## src/sv/hdm_pkg.sv

```systemverilog
// Shared types, constants and popcount helpers for the Hamming descriptor matcher.
// Used by hdm_ctrl, hdm_dp and hamming_nearest_descriptor_match_top.
package hdm_pkg;

  localparam int unsigned WORD_W     = 64;
  localparam int unsigned IN_WORDS   = 4;
  localparam int unsigned QIDX_W     = 16;
  localparam int unsigned OUT_IDX_W  = 10;
  localparam int unsigned OUT_DIST_W = 9;
  localparam int unsigned PC_W       = 7;

  typedef enum logic [1:0] {
    MODE_APPEND = 2'd0,
    MODE_QUERY  = 2'd1,
    MODE_CLEAR  = 2'd2
  } mode_e;

  // Commands from the controller to the datapath.
  typedef struct packed {
    logic append;
    logic clear;
    logic start;
    logic step;
    logic load_out;
  } cmd_t;

  // Status from the datapath to the controller.
  typedef struct packed {
    logic full;
    logic empty;
    logic scan_last;
    logic pipe_empty;
    logic out_free;
  } sts_t;

  function automatic logic [3:0] popcnt8(input logic [7:0] b);
    logic [3:0] n;
    n = '0;
    for (int i = 0; i < 8; i++) begin
      n = n + 4'(b[i]);
    end
    return n;
  endfunction

  function automatic logic [PC_W-1:0] popcnt64(input logic [WORD_W-1:0] x);
    logic [PC_W-1:0] n;
    n = '0;
    for (int k = 0; k < 8; k++) begin
      n = n + PC_W'(popcnt8(x[k*8 +: 8]));
    end
    return n;
  endfunction

endpackage

```

## src/sv/hdm_ctrl.sv

```systemverilog
// Controller state machine of the descriptor matcher: sequences append, clear and
// the query scan. Depends on hdm_pkg for the command and status structs.
module hdm_ctrl
  import hdm_pkg::*;
(
  input  logic  clk_i,
  input  logic  rst_ni,
  input  logic  s_valid_i,
  output logic  s_ready_o,
  input  mode_e mode_i,
  input  sts_t  sts_i,
  output cmd_t  cmd_o
);

  typedef enum logic [1:0] {
    ST_IDLE,
    ST_SCAN,
    ST_DRAIN
  } state_e;

  state_e state_q, state_d;
  logic   take;

  assign s_ready_o = (state_q == ST_IDLE);
  assign take      = s_valid_i && s_ready_o;

  always_comb begin
    state_d = state_q;
    cmd_o   = '0;
    unique case (state_q)
      ST_IDLE: begin
        if (take) begin
          unique case (mode_i)
            MODE_APPEND: cmd_o.append = !sts_i.full;
            MODE_CLEAR:  cmd_o.clear  = 1'b1;
            MODE_QUERY: begin
              cmd_o.start = 1'b1;
              state_d     = sts_i.empty ? ST_DRAIN : ST_SCAN;
            end
            default: ;
          endcase
        end
      end
      ST_SCAN: begin
        cmd_o.step = 1'b1;
        if (sts_i.scan_last) begin
          state_d = ST_DRAIN;
        end
      end
      ST_DRAIN: begin
        // The result moves out once the compare pipeline is empty and the
        // output register can take it.
        if (sts_i.pipe_empty && sts_i.out_free) begin
          cmd_o.load_out = 1'b1;
          state_d        = ST_IDLE;
        end
      end
      default: state_d = ST_IDLE;
    endcase
  end

  always_ff @(posedge clk_i or negedge rst_ni) begin
    if (!rst_ni) begin
      state_q <= ST_IDLE;
    end else begin
      state_q <= state_d;
    end
  end

endmodule

```

## config.mk

```make
export PLATFORM = sky130hd
export DESIGN_NAME = hdm_ctrl
export DESIGN_NICKNAME = d
export VERILOG_FILES = /design/src/sv/hdm_pkg.sv /design/src/sv/hdm_ctrl.sv
export SDC_FILE = /design/constraint.sdc
export NUM_CORES = 1
export LEC_CHECK = 0
export BUFFER_PORTS_ARGS = -buffer_cell sky130_fd_sc_hd__buf_2
export CAP_MARGIN = 0
export CORE_AREA = 4 4 41 43
export DETAILED_ROUTE_END_ITERATION = 6
export DIE_AREA = 0 0 45 47
export PLACE_DENSITY = 0.46
export SLEW_MARGIN = 20
export SYNTH_ARGS = -nofsm -noshare
export SYNTH_HDL_FRONTEND = slang
export SYNTH_SLANG_ARGS = --single-unit
```

## constraint.sdc

```tcl
create_clock -name clk_i -period 1.3 [get_ports clk_i]
set_input_delay 0.065 -clock clk_i [delete_from_list [all_inputs] [get_ports clk_i]]
set_output_delay 0.065 -clock clk_i [all_outputs]
set_load 0.02 [all_outputs]
```

==> impl_metrics.tcl <==
set metrics [dict create \
    run_status "finished, violations left" \
    failed_checks "setup timing" \
    max_freq_mhz 708 \
    slew_headroom 0.853 \
    antenna_left 0 \
    yosys.cell_types.count 15 \
    half_perimeter_wire_length_of_the_detailed_placement_result_um 490 \
    cpLargestDelayFamily "simple AND/OR/NAND/NOR gates" \
    worstPathRequired_ps 1240 \
    grt_pass1_wl_um 862 \
    setup_crit_end_kind "output port" \
    rsz0062_at_grt "true" \
    finalSetupTns_ps -250 \
    floorplan.io_pins 16 \
    layout_min_cycle_time_ps 1410 \
    static-leakage-power_nw 0.168 \
    vias_per_cell 4.19 \
    drtIter0Drc 4 \
    root_buffer "clkbuf_4" \
    cts.repair_timing.setup_buffer_count 0 \
    final-instance-count-excl-fill 52 \
    synth_seq_area_share 0.315 \
    detailroute.via_count 218 \
    die_y_um 47 \
    global_route.usage.total 0.0679 \
    drt_first_pass_iters 4 \
    post-route-drc-count 0 \
    netlist_instances 16 \
    cts.sinks 2 \
    pre_cts_slack_ps 80.6 \
    pin_count_of_the_biggest_net_entering_global_routing 5 \
    postRouteWirelength_um 596 \
    synthesis.nets 26 \
    num-fill-cells 155 \
    postLayoutSetupSlackWorst_ps -112 \
    grt_antenna_before_repair 0 \
    die-area_mm2 0.00212 \
    clkTransAtPathRegs_ps 30 \
    postSynthRegisterBits 2 \
    antenna_cells_inserted 0 \
    floorplan.core_area_mm2 0.00130 \
    clock_path_buffers 2 \
    synth.cell_area_um2 159 \
    place.gp.congestion 0.655 \
    clock_skew_ps 0.542 \
    arrival_ps 1350 \
    path_cells "or3b_4 > nor3b_2 > buf_4" \
    worst_path_largest_cell_delay_ps 430 \
    final_layout_size_suffix_gt1_frac 0.730 \
    cts_made_buffers 3 \
    number_of_max_cap_violations 0 \
    largest_register_ffs 2 \
    worst_skew_pair.late_latency_ps 230 \
    number_of_global_route_vias_before_repair 209 \
    max_slew.worst_pin.slew_ps 221 \
    clock_tree.htree_level_count 1 \
    cellPowerDensity_mw_per_mm2 1100 \
    die_x_um 45 \
    final.hold.worst_slack_ps 68.9 \
    registers.top_by_ff_count "state_q" \
    period_share 1.09 \
    hold_class "in -> reg" \
    io_buffer_count 15 \
    peak_fanout_along_the_critical_path 3 \
    post_dr_wirelength_cell_um 11.5 \
    hold_viol_final 0 \
    tritoncts "done" \
    initial_cell_density_of_the_core 0.122 \
    flow.area_growth_from_synthesis_pct 103 \
    final-max-slew-violation-count 0 \
    ir_drop_uv 276 \
    worst_setup_path_start_kind "register" \
    postSynthAreaPerCell_um2 9.93 \
    std_cell_rows 13 \
    nets 49 \
    path_buf_inv 1 \
    critPathSlowestCell "or3b_4" \
    ys.warnings.count 0 \
    critical_path_class "reg -> out" \
    numPlacedInstances 48 \
    grt_remaining_overflow 0 \
    largest_registers "state_q x2" \
    setup_viol 3 \
]
report_power, final:
| group | switching [W] | leakage, nW | internal [W] |
|---|---|---|---|
| sequential | 0.00000478 | 0.0268 | 0.0000716 |
| combinational | 0.0000717 | 0.128 | 0.0000677 |
| clock | 0.0000361 | 0.0138 | 0.000102 |
routing by layer:
metal  up-vias  track usage  wire [µm]
met1        89       0.0726        242
met2        20       0.0791        219
li1        105            -          -
met5         -            0          0
met4         0        0.105         33
met3         4       0.0307        100
worst paths after layout:
| check | startpoint | endpoint | slack [ps] | cells past startpoint |
|---|---|---|---|---|
| max in group asynchronous | rst_ni | state_q[1] | 1030 | 2 |
| min in group asynchronous | rst_ni | state_q[0] | 170 | 2 |
| setup reg to reg | state_q[0] | state_q[1] | 120 | 4 |
| hold / removal | sts_i[3] | state_q[1] | 70 | 2 |
| setup / recovery | state_q[0] | cmd_o[3] | -110 | 3 |
| hold reg to reg | state_q[0] | state_q[0] | 690 | 4 |
through the flow:
| stage | area, µm² | utilization | total power, W |
|---|---|---|---|
| 5_1_grt | 323 | 0.248 | 0.000374 |
| 6_report | 323 | 0.248 | 0.000354 |
| 2_1_floorplan | 170 | - | 0.000154 |
| 3_3_place_gp | 279 | 0.214 | 0.000210 |
| 4_1_cts | 323 | 0.248 | 0.000358 |
| 3_5_place_dp | 279 | 0.214 | 0.000210 |
final cells by class:
class,instances,area (µm²),share of cell area
well taps,15,18.8,0.0581
flip-flops and latches,2,50.0,0.155
multi-input cells,13,116,0.360
inverters,1,3.75,0.0116
repair buffers,18,111,0.345
clock buffers,3,22.5,0.0698
cells in the final DEF, fill, tap and decap left out:
cell / Yosys / layout
nor4_2: 0 / 1
buf_4: 0 / 4
nand3b_1: 1 / 1
dfrtp_1: 2 / 2
nor2b_1: 1 / 1
nor2_1: 1 / 1
and4b_2: 1 / 1
or3b_4: 1 / 1
inv_1: 1 / 1
a22o_2: 1 / 1
clkbuf_4: 0 / 3
nor2_4: 1 / 1
dlygate4sd3_1: 0 / 1
nor3b_2: 0 / 1
buf_6: 0 / 1
a21o_1: 1 / 1
a21oi_1: 1 / 1
o2bb2ai_1: 1 / 1
or2b_2: 1 / 1
buf_2: 0 / 12
cell usage after synthesis (all sizes together):
master,count,area share
nor2,2,0.094
nor2b,1,0.039
inv,1,0.024
a21oi,1,0.031
o2bb2ai,1,0.055
dfrtp,2,0.31
nand3b,1,0.047
a22o,1,0.063
nor3b,1,0.047
nor4,1,0.039
or3b,1,0.071
and4b,1,0.071
a21o,1,0.047
or2b,1,0.055
worst reg2reg max path, delay by kind of cell (launching register included):
family | cells | cell delay [ps]
buf+inv | 1 | 140
simple gates | 1 | 150
compound gates | 2 | 400
flops | 1 | 370
logic make-up (layout without fill, tap and decap cells):
family | Yosys count | in the layout | share of synthesized area
AND/OR/NAND/NOR | 9 | 9 | 0.465
AO/OA/AOI/OAI | 4 | 4 | 0.197
flip-flops | 2 | 2 | 0.315
buffers and inverters | 1 | 22 | 0.0236
what timing repair did:
item | CTS | global route
endpoints found under the hold margin | 2 | 0
resized for setup | 4 | 0
hold buffers | 1 | 0
endpoints found under the setup margin | 3 | 3
pin swaps | 3 | 0
No activity file was read; power rests on OpenSTA's default activity.
